==> src/hdl/hbe_pkg.sv <==
// ----------------------------------------------------------------------------
// hbe_pkg: shared definitions for the binary max-heap block
// Sizes, item codes, status codes and the structs passed between modules.
// ----------------------------------------------------------------------------
package hbe_pkg;

  localparam int DEPTH   = 1024;
  localparam int VALUE_W = 16;
  localparam int ADDR_W  = $clog2(DEPTH);
  localparam int COUNT_W = $clog2(DEPTH + 1);

  typedef enum logic [1:0] {
    MODE_LOAD    = 2'd0,
    MODE_BUILD   = 2'd1,
    MODE_EXTRACT = 2'd2,
    MODE_RSVD    = 2'd3
  } mode_t;

  typedef enum logic [1:0] {
    ST_OK    = 2'd0,
    ST_EMPTY = 2'd1,
    ST_FULL  = 2'd2,
    ST_RSVD  = 2'd3
  } status_t;

  // Heap store access: one write port, two read ports
  typedef struct packed {
    logic               we;
    logic [ADDR_W-1:0]  waddr;
    logic [VALUE_W-1:0] wdata;
    logic [ADDR_W-1:0]  raddr_a;
    logic [ADDR_W-1:0]  raddr_b;
  } ram_req_t;

  // Finished result handed from the sequencer to the output stage
  typedef struct packed {
    logic               valid;
    logic [VALUE_W-1:0] max_value;
    status_t            status;
    logic [COUNT_W-1:0] count_after;
  } res_t;

endpackage

==> src/hdl/hbe_if.sv <==
// ----------------------------------------------------------------------------
// hbe_if: item channels of the binary max-heap block
// Input channel carries mode and value; result channel carries the result.
// ----------------------------------------------------------------------------
interface hbe_in_if;
  logic                        valid;
  logic                        ready;
  logic [1:0]                  mode;
  logic [hbe_pkg::VALUE_W-1:0] value;

  modport source (output valid, output mode, output value, input ready);
  modport sink   (input valid, input mode, input value, output ready);
endinterface


==> src/hdl/hbe_ctrl.sv <==
// ----------------------------------------------------------------------------
// hbe_ctrl: heap sequencer
// Decodes items, keeps the element count and walks sift-down over the store.
// ----------------------------------------------------------------------------
module hbe_ctrl (
  input  logic                        clk,
  input  logic                        rst_n,
  hbe_in_if.sink                      in_ch,
  output hbe_pkg::ram_req_t           req,
  input  logic [hbe_pkg::VALUE_W-1:0] rd_a,
  input  logic [hbe_pkg::VALUE_W-1:0] rd_b,
  output hbe_pkg::res_t               res,
  input  logic                        res_take
);

  localparam int AW  = hbe_pkg::ADDR_W;
  localparam int CW  = hbe_pkg::COUNT_W;
  localparam int VW  = hbe_pkg::VALUE_W;
  localparam int CHW = AW + 2;

  typedef enum logic [2:0] {
    S_IDLE,
    S_BLD_LD,
    S_EX_LD,
    S_SD_RD,
    S_SD_EV,
    S_DONE
  } state_t;

  state_t           state_r, state_nxt;
  logic [CW-1:0]    count_r, count_nxt;
  logic [AW-1:0]    node_r, node_nxt;
  logic [AW-1:0]    k_r, k_nxt;
  logic [VW-1:0]    cur_r, cur_nxt;
  logic             bld_r, bld_nxt;
  logic [VW-1:0]    res_max_r, res_max_nxt;
  hbe_pkg::status_t res_st_r, res_st_nxt;

  logic [CHW-1:0] left_w, right_w, lim_w;
  logic           l_win, r_win, moved;
  logic [VW-1:0]  pick_val, child_val;
  logic [AW-1:0]  pick_addr;

  // Children of the current node and the larger-child pick
  assign left_w    = {1'b0, node_r, 1'b1};
  assign right_w   = left_w + CHW'(1);
  assign lim_w     = {{(CHW - CW){1'b0}}, count_r};
  assign l_win     = (left_w < lim_w) && (cur_r < rd_a);
  assign pick_val  = l_win ? rd_a : cur_r;
  assign r_win     = (right_w < lim_w) && (pick_val < rd_b);
  assign moved     = l_win || r_win;
  assign child_val = r_win ? rd_b : rd_a;
  assign pick_addr = r_win ? right_w[AW-1:0] : left_w[AW-1:0];

  // Next state and store access
  always_comb begin
    state_nxt   = state_r;
    count_nxt   = count_r;
    node_nxt    = node_r;
    k_nxt       = k_r;
    cur_nxt     = cur_r;
    bld_nxt     = bld_r;
    res_max_nxt = res_max_r;
    res_st_nxt  = res_st_r;
    in_ch.ready = 1'b0;
    req.we      = 1'b0;
    req.waddr   = node_r;
    req.wdata   = cur_r;
    req.raddr_a = left_w[AW-1:0];
    req.raddr_b = right_w[AW-1:0];

    case (state_r)
      S_IDLE: begin
        in_ch.ready = 1'b1;
        if (in_ch.valid) begin
          res_max_nxt = '0;
          res_st_nxt  = hbe_pkg::ST_OK;
          state_nxt   = S_DONE;
          case (hbe_pkg::mode_t'(in_ch.mode))
            hbe_pkg::MODE_LOAD: begin
              if (count_r == CW'(hbe_pkg::DEPTH)) begin
                res_st_nxt = hbe_pkg::ST_FULL;
              end else begin
                req.we    = 1'b1;
                req.waddr = count_r[AW-1:0];
                req.wdata = in_ch.value;
                count_nxt = count_r + CW'(1);
              end
            end
            hbe_pkg::MODE_BUILD: begin
              // Start at the last internal node
              if (count_r >= CW'(2)) begin
                k_nxt       = AW'(count_r >> 1) - AW'(1);
                req.raddr_a = k_nxt;
                bld_nxt     = 1'b1;
                state_nxt   = S_BLD_LD;
              end
            end
            hbe_pkg::MODE_EXTRACT: begin
              if (count_r == '0) begin
                res_st_nxt = hbe_pkg::ST_EMPTY;
              end else begin
                req.raddr_a = '0;
                req.raddr_b = AW'(count_r - CW'(1));
                bld_nxt     = 1'b0;
                state_nxt   = S_EX_LD;
              end
            end
            default: begin
              res_st_nxt = hbe_pkg::ST_RSVD;
            end
          endcase
        end
      end
      S_BLD_LD: begin
        cur_nxt   = rd_a;
        node_nxt  = k_r;
        state_nxt = S_SD_RD;
      end
      S_EX_LD: begin
        // Old root is the result; last element moves to the root
        res_max_nxt = rd_a;
        cur_nxt     = rd_b;
        node_nxt    = '0;
        count_nxt   = count_r - CW'(1);
        state_nxt   = S_SD_RD;
      end
      S_SD_RD: begin
        state_nxt = S_SD_EV;
      end
      S_SD_EV: begin
        req.we = 1'b1;
        if (moved) begin
          // Pull the larger child up and descend
          req.wdata = child_val;
          node_nxt  = pick_addr;
          state_nxt = S_SD_RD;
        end else if (bld_r && (k_r != '0)) begin
          k_nxt       = k_r - AW'(1);
          req.raddr_a = k_nxt;
          state_nxt   = S_BLD_LD;
        end else begin
          state_nxt = S_DONE;
        end
      end
      S_DONE: begin
        if (res_take) begin
          state_nxt = S_IDLE;
        end
      end
      default: begin
        state_nxt = S_IDLE;
      end
    endcase
  end

  // Hold state; payload registers carry no reset
  always_ff @(posedge clk) begin
    if (!rst_n) begin
      state_r <= S_IDLE;
      count_r <= '0;
    end else begin
      state_r <= state_nxt;
      count_r <= count_nxt;
    end
    node_r    <= node_nxt;
    k_r       <= k_nxt;
    cur_r     <= cur_nxt;
    bld_r     <= bld_nxt;
    res_max_r <= res_max_nxt;
    res_st_r  <= res_st_nxt;
  end

  assign res.valid       = (state_r == S_DONE);
  assign res.max_value   = res_max_r;
  assign res.status      = res_st_r;
  assign res.count_after = count_r;

endmodule
==> src/flat_wrapper.sv <==
// flat-port wrapper written by rule: the top's interface ports become plain ports
module hbe_ctrl_flat 
  (clk, rst_n, req, rd_a, rd_b, res, res_take, in_ch_valid, in_ch_mode, in_ch_value, in_ch_ready);
  hbe_in_if in_ch_i ();
  input  logic clk;
  input  logic rst_n;
  output hbe_pkg::ram_req_t req;
  input  logic [hbe_pkg::VALUE_W-1:0] rd_a;
  input  logic [hbe_pkg::VALUE_W-1:0] rd_b;
  output hbe_pkg::res_t res;
  input  logic res_take;
  input wire logic [$bits(in_ch_i.valid)-1:0] in_ch_valid;
  input wire logic [$bits(in_ch_i.mode)-1:0] in_ch_mode;
  input wire logic [$bits(in_ch_i.value)-1:0] in_ch_value;
  output wire logic [$bits(in_ch_i.ready)-1:0] in_ch_ready;
  assign in_ch_i.valid = in_ch_valid;
  assign in_ch_i.mode = in_ch_mode;
  assign in_ch_i.value = in_ch_value;
  assign in_ch_ready = in_ch_i.ready;
  hbe_ctrl u_core (.clk(clk), .rst_n(rst_n), .in_ch(in_ch_i), .req(req), .rd_a(rd_a), .rd_b(rd_b), .res(res), .res_take(res_take));
endmodule
==> config.mk <==
export PLATFORM = sky130hd
export DESIGN_NAME = hbe_ctrl_flat
export DESIGN_NICKNAME = d
export VERILOG_FILES = /design/src/hdl/hbe_pkg.sv /design/src/hdl/hbe_if.sv /design/src/hdl/hbe_ctrl.sv /design/src/flat_wrapper.sv
export SDC_FILE = /design/constraint.sdc
export NUM_CORES = 1
export LEC_CHECK = 0
export CAP_MARGIN = 20
export CORE_MARGIN = 4
export CORE_UTILIZATION = 66
export CTS_CLUSTER_SIZE = 10
export DETAILED_ROUTE_END_ITERATION = 10
export DONT_BUFFER_PORTS = 1
export PLACE_DENSITY_LB_ADDON = 0.05
export SLEW_MARGIN = 30
export SYNTH_ARGS = -nofsm -noshare
export SYNTH_HDL_FRONTEND = slang
export SYNTH_SLANG_ARGS = --single-unit
==> constraint.sdc <==
create_clock -name clk -period 6.1 [get_ports clk]
set_clock_uncertainty 0.1 [all_clocks]
set_input_delay 0 -clock clk [delete_from_list [all_inputs] [get_ports clk]]
set_output_delay 0 -clock clk [all_outputs]
set_load 0.005 [all_outputs]
# Word level (Yosys, flattened, before mapping)
# Cells that the tools add are included.
[totals]
register_bits = 69
in_bits = 54
word_cells = 105
output_inout_bits = 78
[op_classes]
eq_ne = 19
addsub = 5
reduce_logical = 21
order_cmp = 5
n_mux = 47
[ops]
columns = ["op", "count"]
rows = [
  ["$mux W10", 13],
  ["$mux W16", 4],
  ["$pmux W16 S2", 2],
  ["$mux W27", 2],
  ["$pmux W26 S2", 1],
  ["$mux W47", 1],
  ["$pmux W10 S2", 2],
  ["$mux W11", 3],
  ["$lt A16 B16 Y1", 2],
  ["$pmux W10 S3", 1],
  ["$pmux W11 S2", 1],
  ["$mux W20", 1],
  ["$sub A10 B1 Y10 const B", 2],
  ["$mux W3", 6],
  ["$pmux W3 S5", 1],
  ["$add A11 B1 Y12 const B", 1],
  ["$lt A12 B11 Y1", 1],
  ["$ne A2 B2 Y1 const B", 6],
  ["$add A11 B1 Y11 const B", 1],
  ["$eq A11 B11 Y1 const B", 1],
  ["$ge A11 B2 Y1 const B", 1],
  ["$logic_not A11 Y1", 1],
  ["$lt A11 B11 Y1", 1],
  ["$sub A11 B1 Y11 const B", 1],
  ["other kinds (23)", 41],
]

# Depth between registers and ports, before layout
# Gate-level depths: netlist (run 1).
[logic_depth]
depth_word = 8
depth_mapped = 20
mapped_depth_nobuf = 17

# Worst setup path after synthesis (run 1)
# No wires, ideal clock.
[synth_path]
path_type = "register -> register"
startpoint = "register u_core.count_r[9]"
endpoint = "register u_core.node_r[0] (enable)"
setup_ps = 391
synth_period_minus_slack_ps = 4653
required_ps = 5609
arrival_time_ps = 4162
path_stages_with_launch = 20
path_slack_ps = 1447
n_path_buf = 2
path_cell_list = "dfxtp_1 > clkbuf_1 > inv_1 > ha_1 > nand4_1 > a211oi_1 > nor4_2 > o221ai_2 > clkbuf_1 > nand2_1 > o21ai_0 > ha_1 > a21o_1 > nand3_1 > a21oi_1 > or4_4 > or2_4 > o21ai_0 > nand2_1 > o21ai_0"
[synth_between]
elab_chain_cells = 8
word_cells_on_any_way = 9
classes_between = "order compare: 3; eq/ne: 1; mux: 1; reduce/logical: 4"
[synth_lines]
columns = ["element", "line", "source"]
rows = [
  ["start, declared", "hbe_ctrl.sv:31", "logic [CW-1:0] count_r, count_nxt;"],
  ["start signal, assigned", "hbe_ctrl.sv:164", "count_r <= count_nxt;"],
  ["$lt A11 B11 Y1", "hbe_ctrl.sv:48", "assign l_win = (left_w < lim_w) && (cur_r < rd_a);"],
  ["$logic_and A1 B1 Y1", "hbe_ctrl.sv:48", ""],
  ["$mux W16", "hbe_ctrl.sv:49", "assign pick_val = l_win ? rd_a : cur_r;"],
  ["$lt A16 B16 Y1", "hbe_ctrl.sv:50", "assign r_win = (right_w < lim_w) && (pick_val < rd_b);"],
  ["$logic_and A1 B1 Y1", "hbe_ctrl.sv:50", ""],
  ["$logic_or A1 B1 Y1 (*)", "hbe_ctrl.sv:51", "assign moved = l_win || r_win;"],
  ["$ne A2 B1 Y1 (no source line) (*)", "-", ""],
  ["$reduce_and A2 Y1 (no source line) (*)", "-", ""],
  ["end signal, assigned", "hbe_ctrl.sv:166", "node_r <= node_nxt;"],
  ["end, declared", "hbe_ctrl.sv:32", "logic [AW-1:0] node_r, node_nxt;"],
]
# Mark *: on every way between the ends. The rest lies on a longest branch, timed or not.
# A chain may end at the register's enable or synchronous reset.

==> flow_summary.ini, run 1 <==
[logic_synthesis]
syn_nets = 895
ys_seq_area_frac = 0.301
synth_area_um2 = 6420
synth_xor_area_frac = 0.0586
synthMuxAreaShare = 0.0524
synth_edf_count = 55
synth_fa_ha_area_frac = 0.121
avgSynthCellArea_um2 = 8.25
ys_warn_count = 0
synth_top_family_by_area = simple AND/OR/NAND/NOR gates
synthCells = 779
ys_ff_latch = 69
synthSimpleGateAreaFrac = 0.203
yosys.cell_types.count = 70
synth_compound_area_frac = 0.201
synthArstFlopShare = 0
synth-main-ff-cell = edfxtp_1

[timing]
tns_ps = 0
hold_violations = 0
worst_slack_ps = 620
rsz0062_at_grt = no
fin_crit_sh = 0.898
setup_viol = 0
layout_min_cycle_time_ps = 5480
slew_headroom = 0.318
slew_violations = 0
fmaxAchievable_mhz = 182
worst_slew_pin_slew_ps = 1020

[global_route]
globalRouteTotalUtil = 0.379
grt_pass1_vias = 6175
grt_pass1_wl_um = 33700
antenna_found_initial = 0
grt_max_degree = 36
grt-ovfl-total = 0

[placed_design]
portBuffers = 0
hpwlAfterDp_um = 14700
post_dp_cell_area_um2 = 6460
place_ws_ps = 931
placed_cells = 875
place_congestion = 0.990

[floorplan]
rows = 35
io-pin-count = 132
core_um2 = 9370
initial_utilization = 0.686
die_y_um = 107
dieWidth_um = 107
dieArea_um2 = 11400

[setup_path]
critical_path_class = reg2out
worstSetupEndpointType = primary output
slowest_delay_ps = 680
crit_required_ps = 6000
r2r_cells = 17
crit_path_top_delay_cell = a211oi_4
start_kind = flip-flop
critPathArrivalTime_ps = 5380
cp_max_fo = 24
crit_chain = clkinv_1 > ha_1 > nand4_1 > a211oi_1 > nor4_2 > o221ai_2 > buf_4 > nand2_1 > o21ai_0 > ha_1 > a21o_1 > a21oi_1 > o21ai_0 > or2_2 > nor3_1 > a211oi_4 > buf_4 > mux2i_1 > a21oi_1
r2r_slack_ps = 820
r2r_start = u_core.count_r[6]$_SDFFE_PN0P_
r2r-end = u_core.node_r[1]$_DFFE_PP_

[final_layout]
syn_to_final_growth_pct = 12.0
drive_gt1_frac = 0.0661
final_cell_count_no_fill = 946
fin_nets = 928
fin_area_um2 = 7200
fill_cells = 703
antenna_cells = 0

[worst_hold_path]
min_delay_path_depth = 2
holdCritPathClass = in2out
min_to = req[33]
min-delay-start = in_ch_value[13]

[cts]
numClockSinks = 69
clock_latency_ps = 360
ctsResizeCount = 0
postCtsSetupBuffers = 0
tritoncts = built
htree_levels = 3
clockBufferDepth = 2
clockRootBuffer = clkbuf_8
clk_pin_slew_ps = 90
cts_buffers = 9

[status]
status = completed

[power_and_ir_drop]
power_mw = 5.00
peakVddDrop_mv = 0.489
p_per_area_nw_per_um2 = 694
p_leak_nw = 2.99

[detailed_routing]
antenna_left = 0
drtIter0Drc = 677
finalWirelength_um = 21800
drc = 0
drt-pass1-iter-count = 5
wl_per_cell_um = 23.0
via_count = 6375
vias_per_cell = 6.74

[job]
cap_violations = 0
-- final cells by class --
class / instances / area [µm²] / share of cell area
repair buffers: 66 / 633 / 0.0880
multi-input cells: 613 / 4100 / 0.569
flip-flops and latches: 69 / 1930 / 0.268
clock buffers: 9 / 124 / 0.0172
inverters: 53 / 199 / 0.0276
well taps: 129 / 161 / 0.0224
clock inverters: 7 / 50.0 / 0.00695
-- flip-flops by register name (all words and copies together) (netlist names) --
name              cells
u_core.res_st_r       2
u_core.state_r        3
u_core.cur_r         16
u_core.res_max_r     16
u_core.bld_r          1
u_core.count_r       11
u_core.node_r        10
u_core.k_r           10
-- per-layer routing --
| metal | vias up | part of all wire | track usage |
|---|---|---|---|
| met4 | 0 | 0.036 | 0.148 |
| met1 | 2976 | 0.38 | 0.505 |
| li1 | 2864 | - | - |
| met5 | - | 0 | 0 |
| met3 | 70 | 0.12 | 0.0987 |
| met2 | 465 | 0.46 | 0.592 |
-- cells in the mapped netlist (5+ instances only) --
cell / count / area [µm²]
nand4_1: 14 / 87.6
and2_1: 15 / 93.8
and3_1: 7 / 43.8
nand3_1: 21 / 105
inv_1: 51 / 191
xor2_1: 6 / 52.6
a22oi_1: 16 / 120
nor3_1: 15 / 75.1
nor2_1: 70 / 263
xnor2_1: 37 / 324
dfxtp_1: 14 / 280
mux2_2: 5 / 56.3
o21ai_0: 61 / 305
o21ai_1: 13 / 65.1
clkbuf_1: 27 / 101
mux2i_1: 25 / 250
ha_1: 62 / 776
nand2_1: 93 / 349
a211oi_1: 7 / 52.6
nand2b_1: 6 / 37.5
o211ai_1: 7 / 52.6
a21oi_1: 45 / 225
buf_2: 11 / 55.1
o22ai_1: 7 / 43.8
a21o_1: 6 / 45.0
edfxtp_1: 55 / 1650
-- stage by stage --
stage                     hold WS (ps)  utilization
after floorplan                   25.4            -
after global placement            23.9        0.690
after detailed placement          27.1        0.690
after CTS                         63.5        0.767
after global routing              67.8        0.768
final                             60.0        0.768
-- what timing repair did --
item	4_1_cts	5_1_grt
hold buffers	55	0
endpoints found under the hold margin	50	0
setup endpoints to repair	0	0
-- worst max-delay path, delay by kind of cell, from the launching register on --
family          cells  cell delay, ps
simple gates        5             690
mux                 1             130
flops               1             500
buf+inv             3            1100
fa+ha+maj           2             720
compound gates      8            1860
-- report_power, final --
part | switching, mW | total (mW) | leakage [nW] | internal (mW)
registers | 0.325 | 1.19 | 0.635 | 0.867
logic | 2.15 | 3.45 | 2.27 | 1.30
clock network | 0.211 | 0.361 | 0.0837 | 0.149
-- layout by cell type (no fill, tap or decap), drive strengths merged, types with 4 or more instances in the layout --
cell type,instances
nand2,93
o21ai,74
nor2,71
ha,62
dlygate4sd3,55
edfxtp,55
inv,54
a21oi,45
xnor2,37
mux2i,25
nand3,22
a22oi,16
nor3,15
and2,15
nand4,14
dfxtp,14
buf,11
clkbuf,9
a211oi,8
o211ai,7
o22ai,7
and3,7
mux2,7
a21o,6
nand2b,6
xor2,6
nor4,6
or2,5
o21a,5
nor3b,5
o31ai,4
o22a,4
clkinv,4
-- how the worst max path moves through the flow --
| stage | start | endpoint | slack (ps) | cells after the start |
|---|---|---|---|---|
| global route | u_core.count_r[6]$_SDFFE_PN0P_ | req[33] | 250 | 19 |
| detailed placement | u_core.count_r[4]$_SDFFE_PN0P_ | u_core.node_r[0]$_DFFE_PP_ | 930 | 18 |
| CTS | u_core.count_r[4]$_SDFFE_PN0P_ | req[30] | 690 | 19 |
| floorplan | u_core.count_r[9]$_SDFFE_PN0P_ | u_core.node_r[0]$_DFFE_PP_ | 1450 | 19 |
| global placement | u_core.count_r[4]$_SDFFE_PN0P_ | u_core.node_r[1]$_DFFE_PP_ | 1140 | 18 |
| finish | u_core.count_r[6]$_SDFFE_PN0P_ | req[32] | 620 | 19 |
-- cell families (layout without fill, tap and decap cells) --
family	after synthesis	in the layout
AO/OA/AOI/OAI	205	205
XOR/XNOR	43	43
multiplexers	32	32
flip-flops	69	69
adder cells (fa/ha/maj)	62	62
buffers and inverters	97	135
AND/OR/NAND/NOR	271	271
Note: power is estimated with default switching activity, not from simulation.
==> run 2: changes to the inputs <==
--- a/config.mk
+++ b/config.mk
@@ -12,6 +12,7 @@
 export DETAILED_ROUTE_END_ITERATION = 10
 export DONT_BUFFER_PORTS = 1
 export PLACE_DENSITY_LB_ADDON = 0.05
+export REMOVE_ABC_BUFFERS = 1
 export SLEW_MARGIN = 30
 export SYNTH_ARGS = -nofsm -noshare
 export SYNTH_HDL_FRONTEND = slang
==> run 2 against run 1 <==
Effect of this change: power rose by 0.53%; combinational power fell by 1%; count of clock-buffer cells in the layout rose by 2; global-route usage fell by 0.82 points; register-to-register slack improved by 80 ps; via count fell by 0.52%; die area did not move; utilization rose by 0.23 points; clock power rose by 5.8%; hold slack got worse by 4.2 ps; worst setup slack got worse by 1.3 ps; highest routed layer unchanged.
==> flow_summary.ini, run 2 (synthesized netlist as in run 1, its figures left out) <==
[status]
status = completed

[placed_design]
portBuffers = 0
hpwlAfterDp_um = 14400
place_congestion = 0.933

[cts]
clockRootBuffer = clkbuf_8
tritoncts = built
clock_latency_ps = 360
postCtsSetupBuffers = 0
clk_pin_slew_ps = 80
htree_levels = 3
clockBufferDepth = 2
cts_buffers = 9
numClockSinks = 69

[final_layout]
mostFrequentLayoutCell = nand2_1
syn_to_final_growth_pct = 12.4
reg_top3 = u_core.cur_r (16), u_core.res_max_r (16), u_core.count_r (11)
post-route-util = 0.770
fin_nets = 928
antenna_cells = 0
layout_common_cells = nand2_1, nor2_1, ha_1, o21ai_0
drive_gt1_frac = 0.0649

[global_route]
globalRouteTotalUtil = 0.371
grt_pass1_wl_um = 33100
grt_pass1_vias = 6208
antenna_found_initial = 0
grt-ovfl-total = 0
grt_max_degree = 33

[power_and_ir_drop]
pwr-share-comb = 0.679
p_leak_nw = 3.00
intPower_mw = 2.37
clkPwrFrac = 0.076
power_switching_mw = 2.65
seqPwrFrac = 0.245
peakVddDrop_mv = 0.393
p_per_area_nw_per_um2 = 696
switching_share = 0.528

[floorplan]
io-pin-count = 132
rows = 35
dieWidth_um = 107
initial_utilization = 0.686
die_y_um = 107
core_um2 = 9370
dieArea_um2 = 11400

[timing]
layout_min_cycle_time_ps = 5480
worst_slew_pin_slew_ps = 1030
fin_crit_sh = 0.899
slew_violations = 0
rsz0062_at_grt = no
slew_headroom = 0.309
hold_ws_ps = 55.8
fmaxAchievable_mhz = 182
hold_violations = 0
setup_viol = 0
tns_ps = 0

[detailed_routing]
drtIter0Drc = 796
via_count = 6342
antenna_left = 0
drt-pass1-iter-count = 7
finalWirelength_um = 21100
vias_per_cell = 6.70
drc = 0
wl_per_cell_um = 22.3

[worst_hold_path]
holdCritPathClass = in2out

[setup_path]
crit_required_ps = 6000
start_kind = flip-flop
critical_path_class = reg2out
worstSetupEndpointType = primary output
critPathArrivalTime_ps = 5380
cp_max_fo = 31

[job]
cap_violations = 0
==> run 2: path summary, 6_finish.rpt <==
path | start | end | slack [ps] | cells after the start
worst max-delay path | u_core.count_r[8]$_SDFFE_PN0P_ | req[32] | 620 | 17
worst min-delay path | in_ch_value[4] | req[24] | 60 | 2
worst max register to register | u_core.count_r[8]$_SDFFE_PN0P_ | u_core.node_r[9]$_DFFE_PP_ | 900 | 17
worst min register to register | u_core.k_r[1]$_DFFE_PP_ | u_core.node_r[1]$_DFFE_PP_ | 600 | 2
==> run 2: worst max-delay path, cell delays in order (launching register included) <==
cell and delay (ps):
dfxtp_1 530, inv_1 220, ha_1 350, a21oi_1 150
o22ai_1 90, nor4_2 350, o221ai_4 400, o21ai_0 380
ha_1 300, a21o_1 180, nand3_1 70, a21oi_1 70
or4_4 580, nor3_1 420, a211oi_4 230, buf_4 250
mux2i_1 150, a21oi_1 300
==> run 2: power by group through the flow <==
stage	Clock, mW	Sequential (mW)	Combinational, mW
after floorplan	0	1.10	2.35
after global placement	0	1.20	3.10
after detailed placement	0	1.21	3.18
after CTS	0.379	1.20	3.28
after global routing	0.405	1.25	3.70
final	0.382	1.23	3.41
==> run 2: layout make-up <==
cell class / count / area, µm²
clock buffers: 11 / 131
clock inverters: 5 / 52.6
fillers: 717 / 2150
inverters: 53 / 199
multi-input cells: 613 / 4110
flip-flops and latches: 69 / 1930
well taps: 129 / 161
repair buffers: 66 / 633
==> run 2: stage by stage <==
stage / std cells / setup slack (ps) / power [mW] / area, µm²
2_1_floorplan: 735 / 1200 / 3.45 / 6220
3_3_place_gp: 875 / 994 / 4.30 / 6460
3_5_place_dp: 875 / 1070 / 4.39 / 6480
4_1_cts: 946 / 737 / 4.87 / 7210
5_1_grt: 946 / 383 / 5.35 / 7220
6_report: 946 / 619 / 5.03 / 7220
==> run 2: what timing repair did <==
action | 4_1_cts | 5_1_grt
hold buffers | 55 | 0
gates resized for setup | 0 | 0
endpoints found under the hold margin | 50 | 0
==> run 2: metal layers <==
layer | up-vias | GRT usage | share of wire
met4 | 0 | 0.151 | 0.040
li1 | 2867 | - | -
met3 | 83 | 0.0728 | 0.11
met5 | - | 0 | 0
met1 | 2942 | 0.497 | 0.40
met2 | 450 | 0.590 | 0.45
==> run 3: changes to the inputs <==
--- a/config.mk
+++ b/config.mk
@@ -7,7 +7,7 @@
 export LEC_CHECK = 0
 export CAP_MARGIN = 20
 export CORE_MARGIN = 4
-export CORE_UTILIZATION = 66
+export CORE_UTILIZATION = 58
 export CTS_CLUSTER_SIZE = 10
 export DETAILED_ROUTE_END_ITERATION = 10
 export DONT_BUFFER_PORTS = 1
==> run 3 against run 2 <==
Effect of this change: global-route usage shrank 5.2 points; utilization is 11 points lower; flip-flop and latch count unchanged; count of clock-buffer cells in the layout unchanged; via count down 3.2%; critical path depth up 2; power decreased by 2.6%; cell count grew 1.2%; combinational power about the same; non-clock buffer count is the same; sequential power fell by 5%; highest routed layer unchanged.
==> flow_summary.ini, run 3 (synthesized netlist as in run 1, its figures left out) <==
[status]
status = completed

[global_route]
globalRouteTotalUtil = 0.320
antenna_found_initial = 0
grt_pass1_wl_um = 32300
grt_pass1_vias = 5989
grt_max_degree = 35
grt-ovfl-total = 0

[final_layout]
layout_common_cells = nand2_1, nor2_1, ha_1, o21ai_0
fin_nets = 928
reg_top3 = u_core.cur_r (16), u_core.res_max_r (16), u_core.count_r (11)
drive_gt1_frac = 0.0624
syn_to_final_growth_pct = 12.2
fill_cells = 929
antenna_cells = 0
fin_area_um2 = 7210
mostFrequentLayoutCell = nand2_1
post-route-util = 0.665
final_cell_count_no_fill = 957

[setup_path]
r2r_start = u_core.count_r[9]$_SDFFE_PN0P_
crit_required_ps = 6000
worstSetupEndpointType = primary output
crit_start = u_core.count_r[9]$_SDFFE_PN0P_
crit_chain = inv_1 > ha_1 > nand4_1 > a211oi_1 > nor4_2 > o221ai_4 > buf_4 > nand2_1 > o21ai_0 > ha_1 > a21o_1 > a21oi_1 > o21ai_0 > or2_2 > nor3_1 > a211oi_4 > buf_4 > mux2i_1 > a21oi_1
crit_path_top_delay_cell = a211oi_4
slowest_delay_ps = 680
path_delay_family = compound AO/OA/AOI/OAI gates
critical_path_class = reg2out
cp_max_fo = 21
start_kind = flip-flop
critPathArrivalTime_ps = 5480
path_buf_inv = 3

[timing]
hold_ws_ps = 54.7
tns_ps = 0
fmaxAchievable_mhz = 179
fin_crit_sh = 0.915
worst_slew_pin_slew_ps = 973
setup_viol = 0
worst_slack_ps = 519
layout_min_cycle_time_ps = 5580
slew_violations = 0
slew_headroom = 0.351
rsz0062_at_grt = no
hold_violations = 0

[floorplan]
dieWidth_um = 113
die_y_um = 113
io-pin-count = 132
initial_utilization = 0.593
rows = 38
dieArea_um2 = 12800
core_um2 = 10800

[cts]
clk_pin_slew_ps = 90
clockRootBuffer = clkbuf_8
numClockSinks = 69
clock_latency_ps = 360
tritoncts = built
cts_buffers = 9
clockBufferDepth = 2
ctsResizeCount = 0
htree_levels = 3

[job]
cap_violations = 0

[power_and_ir_drop]
peakVddDrop_mv = 0.364
p_leak_nw = 2.98
power_mw = 4.90
p_per_area_nw_per_um2 = 679

[placed_design]
post_dp_cell_area_um2 = 6480
place_ws_ps = 905
hpwlAfterDp_um = 14600
portBuffers = 0
placed_cells = 886
place_congestion = 0.936

[detailed_routing]
wl_per_cell_um = 21.6
vias_per_cell = 6.42
antenna_left = 0
drc = 0
drtIter0Drc = 602
drt-pass1-iter-count = 5
finalWirelength_um = 20600
via_count = 6140

[worst_hold_path]
min-delay-start = in_ch_value[6]
holdCritPathClass = in2out
[run 3: cell types whose count changed in the layout (fill, tap and decap cells not counted)]
cell,change
clkinvlp_4,+1
o21ai_1,+1
nor2_1,-1
o21ai_0,-1
clkinv_2,-2
and2_2,-1
bufinv_16,-1
and2_1,+1
clkinv_1,+2
nor2_2,+1
[run 3: worst paths after layout]
check                                   end  slack, ps  cells past startpoint
min reg2reg  u_core.state_r[1]$_SDFFE_PN0P_        580                      3
max                                 req[32]        520                     19
max reg2reg      u_core.node_r[1]$_DFFE_PP_        780                     17
min                                 req[26]         50                      2
[run 3: timing repair]
item / 4_1_cts / 5_1_grt
hold buffers: 55 / 0
endpoints found under the hold margin: 50 / 0
buffers inserted: 0 / 0
[run 3: cell type report]
type	instances	area (µm²)	area share
Clock buffer	11	131	0.0182
Inverter	53	199	0.0276
Tap cell	140	175	0.0243
Multi-Input combinational cell	613	4110	0.570
Sequential cell	69	1930	0.268
Clock inverter	5	27.5	0.00382
Timing Repair Buffer	66	633	0.0878
[run 3: per-layer routing]
metal / vias to the layer above / track usage / part of all wire
met3: 39 / 0.0877 / 0.10
met2: 310 / 0.501 / 0.46
li1: 2873 / - / -
met5: - / 0 / 0
met1: 2918 / 0.438 / 0.42
met4: 0 / 0.0825 / 0.020
[run 3: report_power, final]
group / leakage [nW] / internal, mW / switching [mW]
Combinational: 2.27 / 1.30 / 2.08
Sequential: 0.635 / 0.867 / 0.307
Clock: 0.0744 / 0.145 / 0.197
